## config.mk

```make
export PLATFORM = sky130hd
export DESIGN_NAME = go_to_goal_wheel_speed_unit_flat
export DESIGN_NICKNAME = d
export VERILOG_FILES = /design/src/rtl/core/ggws_pkg.sv /design/src/rtl/core/ggws_if.sv /design/src/rtl/core/go_to_goal_wheel_speed_unit.sv /design/src/flat_wrapper.sv
export SDC_FILE = /design/constraint.sdc
export NUM_CORES = 2
export LEC_CHECK = 0
export BUFFER_PORTS_ARGS = -buffer_cell sky130_fd_sc_hd__buf_4
export CORE_MARGIN = 4
export CORE_UTILIZATION = 40
export CTS_CLUSTER_SIZE = 20
export DETAILED_ROUTE_END_ITERATION = 8
export PLACE_DENSITY = 0.66
export RECOVER_POWER = 50
export SLEW_MARGIN = 40
export SYNTH_ARGS = -nofsm -noshare
export SYNTH_HDL_FRONTEND = slang
export SYNTH_SLANG_ARGS = --single-unit
```

## constraint.sdc

```tcl
create_clock -name clk -period 13.9 [get_ports clk]
set_clock_uncertainty 0.05 [all_clocks]
set_input_delay 1.39 -clock clk [delete_from_list [all_inputs] [get_ports clk]]
set_output_delay 1.39 -clock clk [all_outputs]
set_load 0.01 [all_outputs]
```

## src/rtl/core/ggws_pkg.sv

```systemverilog
// Package: constants, CORDIC angle table and register indexes for the wheel speed unit.
package ggws_pkg;

    localparam int CORDIC_STEPS = 16;
    localparam int STEP_W       = 5;

    localparam logic [19:0] START_NOW    = 20'd16000;
    localparam logic [19:0] START_BEFORE = 20'd160000;
    localparam logic [19:0] THR_SLOW     = 20'd24;
    localparam logic [19:0] THR_FAST     = 20'd128;
    localparam logic [19:0] NEAR_20      = 20'd320;
    localparam logic [19:0] NEAR_10      = 20'd160;
    localparam logic [15:0] INV_GAIN     = 16'd39797;
    localparam logic [30:0] PI_Q29       = 31'd1686629713;

    localparam logic [1:0] ST_DRIVE = 2'd0;
    localparam logic [1:0] ST_STOP  = 2'd1;
    localparam logic [1:0] ST_ERR   = 2'd2;
    localparam logic [1:0] ST_IDLE  = 2'd3;

    localparam logic [1:0] REG_TARGET_X = 2'd0;
    localparam logic [1:0] REG_TARGET_Y = 2'd1;
    localparam logic [1:0] REG_FAST     = 2'd2;
    localparam logic [1:0] REG_MEDIUM   = 2'd3;

    function automatic logic [31:0] atan_turn(input logic [STEP_W-1:0] i);
        logic [31:0] r;
        begin
            unique case (i)
                5'd0:  r = 32'd536870912;
                5'd1:  r = 32'd316933406;
                5'd2:  r = 32'd167458907;
                5'd3:  r = 32'd85004756;
                5'd4:  r = 32'd42667331;
                5'd5:  r = 32'd21354465;
                5'd6:  r = 32'd10679838;
                5'd7:  r = 32'd5340245;
                5'd8:  r = 32'd2670163;
                5'd9:  r = 32'd1335087;
                5'd10: r = 32'd667544;
                5'd11: r = 32'd333772;
                5'd12: r = 32'd166886;
                5'd13: r = 32'd83443;
                5'd14: r = 32'd41722;
                5'd15: r = 32'd20861;
                5'd16: r = 32'd10430;
                5'd17: r = 32'd5215;
                5'd18: r = 32'd2608;
                5'd19: r = 32'd1304;
                5'd20: r = 32'd652;
                5'd21: r = 32'd326;
                5'd22: r = 32'd163;
                5'd23: r = 32'd81;
                default: r = 32'd0;
            endcase
            return r;
        end
    endfunction

endpackage

```

## src/rtl/core/ggws_if.sv

```systemverilog
// Interfaces: pose input channel and wheel speed result channel.
interface ggws_in_if;
    logic        valid;
    logic        ready;
    logic        command;
    logic [15:0] pos_x;
    logic [15:0] pos_y;
    logic [15:0] heading;
    logic        sector_visited;
    modport source (output valid, command, pos_x, pos_y, heading, sector_visited,
                    input ready);
    modport sink   (input valid, command, pos_x, pos_y, heading, sector_visited,
                    output ready);
endinterface

interface ggws_out_if;
    logic       valid;
    logic       ready;
    logic [8:0] left_speed;
    logic [8:0] right_speed;
    logic [1:0] status;
    modport source (output valid, left_speed, right_speed, status, input ready);
    modport sink   (input valid, left_speed, right_speed, status, output ready);
endinterface

```

## src/rtl/core/go_to_goal_wheel_speed_unit.sv

```systemverilog
// Top level: go-to-goal wheel speed controller with an iterative CORDIC core.
//
//  channel  dir  transaction
//  pose     in   command, pos_x, pos_y, heading, sector_visited
//  speed    out  left_speed, right_speed, status
//  cfg      in   cfg_we, cfg_index, cfg_data (write only)
//
// A start, idle or arrival item has its result valid the cycle after it is taken.
// A driving pose item runs through the single shared CORDIC add/shift stage, one
// iteration per cycle for CORDIC_STEPS iterations, then gain, error, two multiply
// steps and the output load; a heading-error stop skips the multiplies.
// One item is in work at a time; the next is taken once the result register is
// free or draining. rst_n clears control and state.
module go_to_goal_wheel_speed_unit
    import ggws_pkg::*;
(
    input  logic        clk,
    input  logic        rst_n,
    ggws_in_if.sink     in_ch,
    ggws_out_if.source  out_ch,
    input  logic        cfg_we,
    input  logic [1:0]  cfg_index,
    input  logic [15:0] cfg_data
);

    localparam logic [2:0] S_IDLE = 3'd0;
    localparam logic [2:0] S_CORD = 3'd1;
    localparam logic [2:0] S_MAG  = 3'd2;
    localparam logic [2:0] S_ERR  = 3'd3;
    localparam logic [2:0] S_MUL  = 3'd4;
    localparam logic [2:0] S_SPD  = 3'd5;
    localparam logic [2:0] S_OUT  = 3'd6;

    logic [2:0]  state_reg;
    logic signed [15:0] tx_reg, ty_reg;
    logic        fast_reg;
    logic [6:0]  med_reg;
    logic [19:0] dnow_reg, dbef_reg;
    logic        moving_reg;

    logic signed [26:0] x_reg, y_reg;
    logic [31:0] z_reg;
    logic [STEP_W-1:0] step_reg;
    logic [15:0] head_reg;
    logic        visited_reg;
    logic [19:0] dist_reg;
    logic signed [15:0] err_reg;
    logic [8:0]  base_reg;
    logic signed [56:0] t_reg;

    logic        ovalid_reg;
    logic        ovalid_next;
    logic [8:0]  oleft_reg, oright_reg;
    logic [1:0]  ostat_reg;

    logic        take_in;
    logic        stop_now;
    logic        oload;
    logic [19:0] thr;
    logic signed [26:0] sx, sy;
    logic signed [16:0] dx, dy;
    logic [43:0] magp;
    logic [20:0] mag;
    logic [15:0] zr;
    logic signed [64:0] lsum, rsum;
    logic [8:0]  lsp, rsp;

    function automatic logic [8:0] sat_speed(input logic signed [64:0] q);
        logic signed [64:0] a;
        logic [20:0] v;
        begin
            a = q[64] ? -q : q;
            v = a[64:44];
            if (q[64] || v > 21'd511) sat_speed = (q[64] && v != 21'd0) ? 9'd0
                                                 : (q[64] ? 9'd0 : 9'd511);
            else sat_speed = v[8:0];
        end
    endfunction

    assign in_ch.ready = (state_reg == S_IDLE) && !(ovalid_reg && !out_ch.ready);
    assign take_in = in_ch.valid && in_ch.ready;
    assign thr = fast_reg ? THR_FAST : THR_SLOW;
    assign stop_now = !(dnow_reg > thr && dnow_reg <= dbef_reg + thr);
    assign dx = 17'(tx_reg) - 17'(signed'(in_ch.pos_x));
    assign dy = 17'(ty_reg) - 17'(signed'(in_ch.pos_y));
    assign sx = x_reg >>> step_reg;
    assign sy = y_reg >>> step_reg;
    assign magp = 44'(x_reg[26:0]) * 44'(INV_GAIN);
    assign mag = 21'((magp + 44'd8388608) >> 24);
    assign zr = 16'((z_reg + 32'h8000) >> 16);
    assign lsum = (65'(base_reg) <<< 44) + 65'(t_reg);
    assign rsum = (65'(base_reg) <<< 44) - 65'(t_reg);
    assign lsp = sat_speed(lsum);
    assign rsp = sat_speed(rsum);

    // Load the result register on an immediate result or at the end of a pass
    assign oload = (take_in && (!in_ch.command || !moving_reg || stop_now))
                 || (state_reg == S_OUT && (!ovalid_reg || out_ch.ready));
    assign ovalid_next = oload || (ovalid_reg && !out_ch.ready);

    assign out_ch.valid = ovalid_reg;
    assign out_ch.left_speed = oleft_reg;
    assign out_ch.right_speed = oright_reg;
    assign out_ch.status = ostat_reg;

    // Configuration writes
    always_ff @(posedge clk or negedge rst_n)
    begin
        if (!rst_n)
        begin
            tx_reg <= '0; ty_reg <= '0; fast_reg <= 1'b0; med_reg <= 7'd20;
        end
        else if (cfg_we)
        begin
            unique case (cfg_index)
                REG_TARGET_X: tx_reg <= signed'(cfg_data);
                REG_TARGET_Y: ty_reg <= signed'(cfg_data);
                REG_FAST:     fast_reg <= cfg_data[0];
                REG_MEDIUM:   med_reg <= cfg_data[6:0];
            endcase
        end
    end

    // Sequencer, CORDIC iterations and result register
    always_ff @(posedge clk or negedge rst_n)
    begin
        if (!rst_n)
        begin
            state_reg <= S_IDLE; ovalid_reg <= 1'b0; moving_reg <= 1'b0;
            dnow_reg <= START_NOW; dbef_reg <= START_BEFORE;
        end
        else
        begin
            ovalid_reg <= ovalid_next;
            unique case (state_reg)
                S_IDLE:
                begin
                    if (take_in)
                    begin
                        head_reg <= in_ch.heading;
                        visited_reg <= in_ch.sector_visited;
                        if (!in_ch.command)
                        begin
                            moving_reg <= 1'b1;
                            dnow_reg <= START_NOW; dbef_reg <= START_BEFORE;
                            oleft_reg <= '0; oright_reg <= '0; ostat_reg <= ST_IDLE;
                        end
                        else if (!moving_reg)
                        begin
                            oleft_reg <= '0; oright_reg <= '0; ostat_reg <= ST_IDLE;
                        end
                        else if (stop_now)
                        begin
                            moving_reg <= 1'b0;
                            oleft_reg <= '0; oright_reg <= '0; ostat_reg <= ST_STOP;
                        end
                        else
                        begin
                            // Fold into the right half plane
                            if (dy < 0)
                            begin
                                x_reg <= -(27'(dy) <<< 8); y_reg <= -(27'(dx) <<< 8);
                                z_reg <= 32'h80000000;
                            end
                            else
                            begin
                                x_reg <= 27'(dy) <<< 8; y_reg <= 27'(dx) <<< 8;
                                z_reg <= '0;
                            end
                            step_reg <= '0;
                            state_reg <= S_CORD;
                        end
                    end
                end
                S_CORD:
                begin
                    if (!y_reg[26])
                    begin
                        x_reg <= x_reg + sy; y_reg <= y_reg - sx;
                        z_reg <= z_reg + atan_turn(step_reg);
                    end
                    else
                    begin
                        x_reg <= x_reg - sy; y_reg <= y_reg + sx;
                        z_reg <= z_reg - atan_turn(step_reg);
                    end
                    step_reg <= step_reg + 1'b1;
                    if (step_reg == STEP_W'(CORDIC_STEPS - 1)) state_reg <= S_MAG;
                end
                S_MAG:
                begin
                    dist_reg <= mag[20] ? 20'hFFFFF : mag[19:0];
                    err_reg <= signed'(zr - head_reg);
                    base_reg <= fast_reg ? 9'((10'(med_reg) * 10'd5) >> 1) : 9'(med_reg);
                    state_reg <= S_ERR;
                end
                S_ERR:
                begin
                    dbef_reg <= dnow_reg;
                    dnow_reg <= dist_reg;
                    if (err_reg > 16'sd8192 || err_reg < -16'sd8192)
                    begin
                        moving_reg <= 1'b0;
                        state_reg <= S_OUT;
                        oleft_reg <= '0; oright_reg <= '0; ostat_reg <= ST_ERR;
                    end
                    else
                    begin
                        // base * err, then times pi below
                        t_reg <= 57'(signed'({1'b0, base_reg}) * err_reg);
                        state_reg <= S_MUL;
                    end
                end
                S_MUL:
                begin
                    t_reg <= 57'(signed'(t_reg[25:0]) * signed'({1'b0, PI_Q29}));
                    state_reg <= S_SPD;
                end
                S_SPD:
                begin
                    ostat_reg <= ST_DRIVE;
                    if (!fast_reg && !visited_reg)
                    begin
                        oleft_reg  <= lsp >> ((dist_reg < NEAR_20 ? 1 : 0)
                                             + (dist_reg < NEAR_10 ? 1 : 0));
                        oright_reg <= rsp >> ((dist_reg < NEAR_20 ? 1 : 0)
                                             + (dist_reg < NEAR_10 ? 1 : 0));
                    end
                    else
                    begin
                        oleft_reg <= lsp; oright_reg <= rsp;
                    end
                    state_reg <= S_OUT;
                end
                S_OUT:
                begin
                    if (!ovalid_reg || out_ch.ready)
                    begin
                        state_reg <= S_IDLE;
                    end
                end
                default: state_reg <= S_IDLE;
            endcase
        end
    end

    // Stopped results carry zero speeds
    assert property (@(posedge clk) disable iff (!rst_n)
        ovalid_reg && ostat_reg != ST_DRIVE |-> oleft_reg == '0 && oright_reg == '0)
        else $error("nonzero speed on a stop result");
    // No item is taken while the CORDIC is busy
    assert property (@(posedge clk) disable iff (!rst_n)
        state_reg != S_IDLE |-> !in_ch.ready)
        else $error("input ready during work");
    // A waiting result holds until taken
    assert property (@(posedge clk) disable iff (!rst_n)
        ovalid_reg && !out_ch.ready |=> ovalid_reg && $stable(ostat_reg))
        else $error("result dropped");

endmodule
```

## src/flat_wrapper.sv

```systemverilog
// flat-port wrapper written by rule: the top's interface ports become plain ports
module go_to_goal_wheel_speed_unit_flat import ggws_pkg::*;
  (clk, rst_n, cfg_we, cfg_index, cfg_data, in_ch_valid, in_ch_command, in_ch_pos_x, in_ch_pos_y, in_ch_heading, in_ch_sector_visited, in_ch_ready, out_ch_valid, out_ch_left_speed, out_ch_right_speed, out_ch_status, out_ch_ready);
  ggws_in_if in_ch_i ();
  ggws_out_if out_ch_i ();
  input  logic clk;
  input  logic rst_n;
  input  logic cfg_we;
  input  logic [1:0] cfg_index;
  input  logic [15:0] cfg_data;
  input wire logic [$bits(in_ch_i.valid)-1:0] in_ch_valid;
  input wire logic [$bits(in_ch_i.command)-1:0] in_ch_command;
  input wire logic [$bits(in_ch_i.pos_x)-1:0] in_ch_pos_x;
  input wire logic [$bits(in_ch_i.pos_y)-1:0] in_ch_pos_y;
  input wire logic [$bits(in_ch_i.heading)-1:0] in_ch_heading;
  input wire logic [$bits(in_ch_i.sector_visited)-1:0] in_ch_sector_visited;
  output wire logic [$bits(in_ch_i.ready)-1:0] in_ch_ready;
  output wire logic [$bits(out_ch_i.valid)-1:0] out_ch_valid;
  output wire logic [$bits(out_ch_i.left_speed)-1:0] out_ch_left_speed;
  output wire logic [$bits(out_ch_i.right_speed)-1:0] out_ch_right_speed;
  output wire logic [$bits(out_ch_i.status)-1:0] out_ch_status;
  input wire logic [$bits(out_ch_i.ready)-1:0] out_ch_ready;
  assign in_ch_i.valid = in_ch_valid;
  assign in_ch_i.command = in_ch_command;
  assign in_ch_i.pos_x = in_ch_pos_x;
  assign in_ch_i.pos_y = in_ch_pos_y;
  assign in_ch_i.heading = in_ch_heading;
  assign in_ch_i.sector_visited = in_ch_sector_visited;
  assign in_ch_ready = in_ch_i.ready;
  assign out_ch_valid = out_ch_i.valid;
  assign out_ch_left_speed = out_ch_i.left_speed;
  assign out_ch_right_speed = out_ch_i.right_speed;
  assign out_ch_status = out_ch_i.status;
  assign out_ch_i.ready = out_ch_ready;
  go_to_goal_wheel_speed_unit u_core (.clk(clk), .rst_n(rst_n), .in_ch(in_ch_i), .out_ch(out_ch_i), .cfg_we(cfg_we), .cfg_index(cfg_index), .cfg_data(cfg_data));
endmodule
```

; ---- Word level (Yosys, flattened, before mapping)
; Memory sizes are Yosys's and may differ from the RTL's. A register that Yosys moved wholly into a read port is not among the register bits.
; Cells that the tools add are included.
[word_totals]
register_bits = 315
romBits = 1920
output_inout_bits = 22
word_cells = 208
memories = 2
[classes]
addsub = 20
multipliers = 4
order_cmp = 9
eq_ne = 20
n_shift = 4
n_mux = 81
reduce_logical = 45
[memory_table]
columns = name, depth, width, read_ports, rd_ports_with_merged_regs, wr, line
row1 = (name not given), 32, 30, 1, 1, 0, ggws_pkg.sv:29  ; unique case (i)
row2 = (name not given), 32, 30, 1, 1, 0, ggws_pkg.sv:29
[ops]
columns = op, count
row1 = 27-bit 2-to-1 mux, 12
row2 = 32-bit 2-to-1 mux, 10
row3 = 65-bit 2-to-1 mux, 2
row4 = 65-bit negation, 2
row5 = 9-bit 2-to-1 mux, 13
row6 = 57-bit one-hot mux with 2 select lines, 1
row7 = 27-bit one-hot mux with 2 select lines, 2
row8 = 20-bit 2-to-1 mux, 4
row9 = 20-bit one-hot mux with 2 select lines, 2
row10 = 32-bit adder, 2
row11 = 32-bit one-hot mux with 2 select lines, 1
row12 = 9-bit by 32-bit right shift with 9-bit output, 2
row13 = 54-bit by 57-bit adder with 58-bit output, 1
row14 = 54-bit by 57-bit subtractor with 58-bit output, 1
row15 = "26-bit by 32-bit multiplier with 57-bit output, second input constant", 1
row16 = 57-bit 2-to-1 mux, 1
row17 = 27-bit adder, 2
row18 = 25-bit negation with 27-bit output, 2
row19 = 9-bit one-hot mux with 3 select lines, 2
row20 = 27-bit by 5-bit >>> shifter with 27-bit output, 2
row21 = 27-bit subtractor, 2
row22 = "43-bit by 24-bit adder with 44-bit output, second input constant", 1
row23 = "27-bit by 16-bit multiplier with 43-bit output, second input constant", 1
row24 = "21-bit by 9-bit greater-than comparator with 1-bit output, second input constant", 2
row25 = 46 further kinds, 112

; ---- Longest topological paths before layout
[depth]
depth_word = 10
ltp_mapped = 28
ltp_nobuf = 28

; ---- Least setup slack after synthesis
; OpenSTA, ideal clock, no wires.
[synth_path]
path_type = register to register
start = register u_core.fast_reg
end = register u_core.step_reg[0], enable pin
arrival_time_ns = 8.285
required_ns = 13.280
setup_slack_ns = 4.995
stages_incl_launch_ff = 21
n_path_buf = 1
synth_period_minus_slack_ns = 8.905
path_cell_list = dfrtp_1 > buf_1 > inv_1 > ha_1 > inv_1 > fa_1 > nor2_1 > a21oi_1 > nand2b_1 > nor2_1 > nand3_1 > nor2_1 > xnor2_1 > ha_1 > a21o_1 > a21o_1 > a21oi_1 > o21ai_0 > a2111oi_2 > o21ai_1 > a21oi_1
[synth_between]
elab_chain_len = 6
[synth_lines]
columns = element, line
row1 = start: declaration, go_to_goal_wheel_speed_unit.sv:36  ; logic fast_reg;
row2 = start signal: assignment, go_to_goal_wheel_speed_unit.sv:118  ; REG_FAST: fast_reg <= cfg_data[0];
row3 = 8-bit 2-to-1 mux (*), go_to_goal_wheel_speed_unit.sv:82  ; assign thr = fast_reg ? THR_FAST : THR_SLOW;
row4 = 20-bit adder, go_to_goal_wheel_speed_unit.sv:83  ; assign stop_now = !(dnow_reg > thr && dnow_reg <= dbef_reg + thr);
row5 = 20-bit less-or-equal comparator, go_to_goal_wheel_speed_unit.sv:83
row6 = 1-bit logical AND (*), go_to_goal_wheel_speed_unit.sv:83
row7 = 2-bit inequality test (no source line) (*), --
row8 = 6-bit AND reduction (no source line) (*), --
row9 = end signal: assignment, go_to_goal_wheel_speed_unit.sv:187  ; step_reg <= step_reg + 1'b1;
row10 = end: declaration, go_to_goal_wheel_speed_unit.sv:43  ; logic [STEP_W-1:0] step_reg;
; Mark *: on every way between the ends. The rest lies on a longest branch, timed or not.
; A chain may end at the register's enable or synchronous reset.

; ---- Worst setup path after layout
[layout_path]
start = register u_core.step_reg[0]
end = register u_core.x_reg[26], data pin
[layout_between]
elab_chain_len = 4
[layout_lines]
columns = element, line
row1 = 27-bit by 5-bit >>> shifter with 27-bit output (*), go_to_goal_wheel_speed_unit.sv:87  ; assign sy = y_reg >>> step_reg;
row2 = 27-bit adder or 27-bit subtractor (tied branches), "go_to_goal_wheel_speed_unit.sv:179, go_to_goal_wheel_speed_unit.sv:184"
row3 = 27-bit 2-to-1 mux (*), go_to_goal_wheel_speed_unit.sv:177  ; if (!y_reg[26])
row4 = 27-bit one-hot mux with 2 select lines (*), go_to_goal_wheel_speed_unit.sv:135  ; unique case (state_reg)
row5 = end signal: assignment, go_to_goal_wheel_speed_unit.sv:162  ; x_reg <= -(27'(dy) <<< 8); y_reg <= -(27'(dx) <<< 8);
row6 = end signal: assignment, go_to_goal_wheel_speed_unit.sv:179  ; x_reg <= x_reg + sy; y_reg <= y_reg - sx;
row7 = end signal: assignment, go_to_goal_wheel_speed_unit.sv:184  ; x_reg <= x_reg - sy; y_reg <= y_reg + sx;
row8 = end: declaration, go_to_goal_wheel_speed_unit.sv:41  ; logic signed [26:0] x_reg, y_reg;
; Marks and branches as above.

==> results.md <==
- Setup Buffers After CTS: 0
- DR pass1 iterations: 6
- Post-DRT Antenna Nets: 0
- Final Hold Violating Endpoints: 0
- Cell row count: 133
- Crit path DAT: 9.19 ns
- Worst stage delay on the critical path: 2.57 ns
- Setup TNS: 0 ns
- Dpl hpwl: 115300 um
- Largest net degree at the start of global routing: 77
- Clock sink total: 345
- Synth-to-Final Area Change: 7.272%
- Met2 WL post-DR: 66220 um
- Buf/Inv on CP: 1
- Primary FF master, synth: edfxtp_1
- Unrepaired setup endpoints after global routing: no
- Top sig layer: met5
- Routed wl met3: 8533 um
- Critical R2R Capture: u_core.x_reg[26]
- Detailed Route WL: 141100 um
- Post-synth EDFFs: 230
- Final Non-Filler Cells: 7428
- Period utilization: 0.6417
- DP Cell Count: 7350
- FMAX: 112.1 MHz
- Die area: 139700 um2
- Port Buffer Count: 94
- CTS tree: built
- Clk root buf: clkbuf_16
- Post-synthesis cell count: 5606
- Layout cells sized above 1: 0.06841
- Routed met1 length: 61760 um
- Reg2reg path depth: 21
- Final instance area: 57400 um2
- Yosys warns: 0
- Crit path max fanout: 58
- Via density: 5.381
- Post-cts hold buffer count: 0
- DRC: 0
- Routed length per instance: 19.00 um
- Critical Path Stages: 21
- H-tree depth: 2
- Synth Register Bits: 345
- Die W: 373.8 um
- GRT Util Overall: 0.2012
- Seq/Total Area, Yosys: 0.1804
- Worst reg-to-reg setup slack: 4.98 ns
- Initial antenna violation count: 3
- Grt ovf: 0
- Syn Nets: 7024
- Crit path launch type: register
- Syn_area_per_cell: 9.545 um2
- Synth Cell Area: 53510 um2
- HP Class: register to register
- Layout Nets: 7059
- Failing checks: max-capacitance violations, max-slew violations
- Post-synth cell types: 108
- DR vias: 39.97k
- CTS resizes: 0
- Final setup viols: 0
- Kind of critical path: register to register
- Max Slew Vio Count: 345
- Core Box Area: 132100 um2
- Status: complete, but fails checks
- CP Cell Sequence: clkbuf_1 -> mux4_2 -> mux2_2 -> mux2i_1 -> o21a_1 -> ha_1 -> nor2_1 -> xnor2_1 -> ha_1 -> a21o_1 -> a21oi_1 -> o21bai_1 -> a2111oi_0 -> nor3_1 -> o31ai_1 -> a21oi_1 -> o2111ai_1 -> a21boi_0 -> a41oi_1 -> xnor2_1 -> nor2_1
- Relative slew slack: -1.411
- Worst-margin pin slew: 3.616 ns
- Asr flop ratio synth: 0.2464
- Worst Path Required: 14.17 ns
- Crit path max-delay cell type: clkbuf_1
- Inserted Clock Buffers: 41
- Crit. End Element: register
- DR iter-0 viols: 2861
- Global-route wire length before repair: 226900 um
- Clk pin slew, worst setup/hold paths: 0.06 ns
- GPL Wtd Cong: 0.9620
- Chip Height: 373.8 um
- Clock buffer depth: 3
- Crit. Startpoint: u_core.step_reg[0]
- Placed cell areas: 56200 um2
- Vias in the first global route: 41.12k
- Worst skew pair latency: 0.59 ns
- Fillers: 12.76k
- Max-cap check violation count: 8
- Initial Util: 0.4050
- Critical Path End: u_core.x_reg[26]
- R2R Path Start: u_core.step_reg[0]
- Minimum clock period: 8.920 ns
- # IOs: 95
- Largest register FFs: 57
- CP top delay family: compound AO/OA/AOI/OAI gates
## how the worst min path moves through the flow
stage / cells past startpoint / slack [ns] / start / to
final: 1 / 0.43 / u_core.dist_reg[2] / u_core.dnow_reg[2]
after global routing: 1 / 0.45 / u_core.dist_reg[2] / u_core.dnow_reg[2]
after CTS: 1 / 0.43 / u_core.dist_reg[2] / u_core.dnow_reg[2]
after detailed placement: 1 / 0.42 / u_core.dist_reg[2] / u_core.dnow_reg[2]
after global placement: 1 / 0.41 / u_core.dist_reg[2] / u_core.dnow_reg[2]
after floorplan: 2 / 0.38 / u_core.dist_reg[0] / u_core.dnow_reg[0]
## cell usage in the layout (no fill, tap or decap), types with 29 or more instances in the layout
master	count
a21o_1	83
a21oi_1	301
a31oi_1	44
and2_1	115
and3_1	42
buf_4	85
clkbuf_1	52
clkbuf_16	41
dfrtp_1	72
dfxtp_1	30
edfxtp_1	230
fa_1	603
ha_1	741
inv_1	1004
mux2_2	76
mux2i_1	30
mux4_2	56
nand2_1	307
nand2b_1	43
nand3_1	71
nor2_1	347
nor2b_1	40
nor3_1	99
nor4_1	29
o21a_1	42
o21ai_0	238
o21bai_1	37
xnor2_1	198
xor2_1	125
## layer usage
| metal | vias up | global-route usage |
|---|---|---|
| li1 | 18980 | - |
| met1 | 19690 | 0.2726 |
| met2 | 1098 | 0.3351 |
| met3 | 207 | 0.02847 |
| met4 | 2 | 0.05982 |
| met5 | - | 0 |
## cell type report
cell class / instances / area (um2) / area share
diodes: 1 / 2.502 / 0.00004360
clock buffers: 55 / 1109 / 0.01931
clock inverters: 19 / 229.0 / 0.003989
inverters: 1007 / 3780 / 0.06585
multi-input cells: 4098 / 39440 / 0.6872
flip-flops and latches: 345 / 9651 / 0.1681
well taps: 1755 / 2196 / 0.03826
repair buffers: 148 / 991.0 / 0.01726
## logic make-up (layout without fill, tap and decap cells)
kind of cell	after synthesis	count (layout)	synth area share
xor gates and xnor gates	323	323	0.05287
other	0	1	0
DFF	345	345	0.1804
buffers and inverters	1163	1229	0.08376
muxes	172	172	0.04957
and+or+nand+nor	1236	1236	0.1131
AOI/OAI and AO/OA	1022	1022	0.1212
adders and majority gates	1345	1345	0.3991
## through the flow
step	hold slack [ns]	util	setup slack, ns
after floorplan	0.3760	-	4.995
after global placement	0.4114	0.4247	5.685
after detailed placement	0.4167	0.4253	5.623
after CTS	0.4284	0.4355	5.586
after global routing	0.4526	0.4344	4.197
final	0.4310	0.4344	4.980
## cells in the mapped netlist, types with 17 or more instances
cell / count / area share
mux4_2: 56 / 0.024
dfrtp_1: 72 / 0.034
and2_1: 117 / 0.014
or2_2: 24 / 0.0028
nor2b_1: 40 / 0.0047
nor3_1: 101 / 0.0094
mux2i_1: 30 / 0.0056
dfxtp_1: 30 / 0.011
xnor2_1: 198 / 0.032
inv_1: 1005 / 0.070
nand4_1: 24 / 0.0028
clkbuf_1: 113 / 0.0079
nor3b_1: 17 / 0.0024
o21ai_0: 237 / 0.022
nor4_1: 29 / 0.0034
nand2_1: 308 / 0.022
xor2_1: 125 / 0.020
nand3_1: 71 / 0.0066
a22o_1: 25 / 0.0041
a211oi_1: 27 / 0.0038
nand2b_1: 43 / 0.0050
ha_1: 742 / 0.17
edfxtp_1: 230 / 0.13
and3_1: 42 / 0.0049
fa_1: 603 / 0.23
o21a_1: 43 / 0.0060
or3_1: 18 / 0.0021
mux2_2: 76 / 0.016
o21bai_1: 37 / 0.0052
o22ai_1: 23 / 0.0027
a21o_1: 83 / 0.012
o211ai_1: 24 / 0.0034
buf_2: 19 / 0.0018
a21oi_1: 302 / 0.028
a31oi_1: 45 / 0.0053
nor2_1: 349 / 0.024
Power is left out: the tool's default activity adds up to more than one toggle a clock period on the data nets, which glitch-free logic cannot reach.
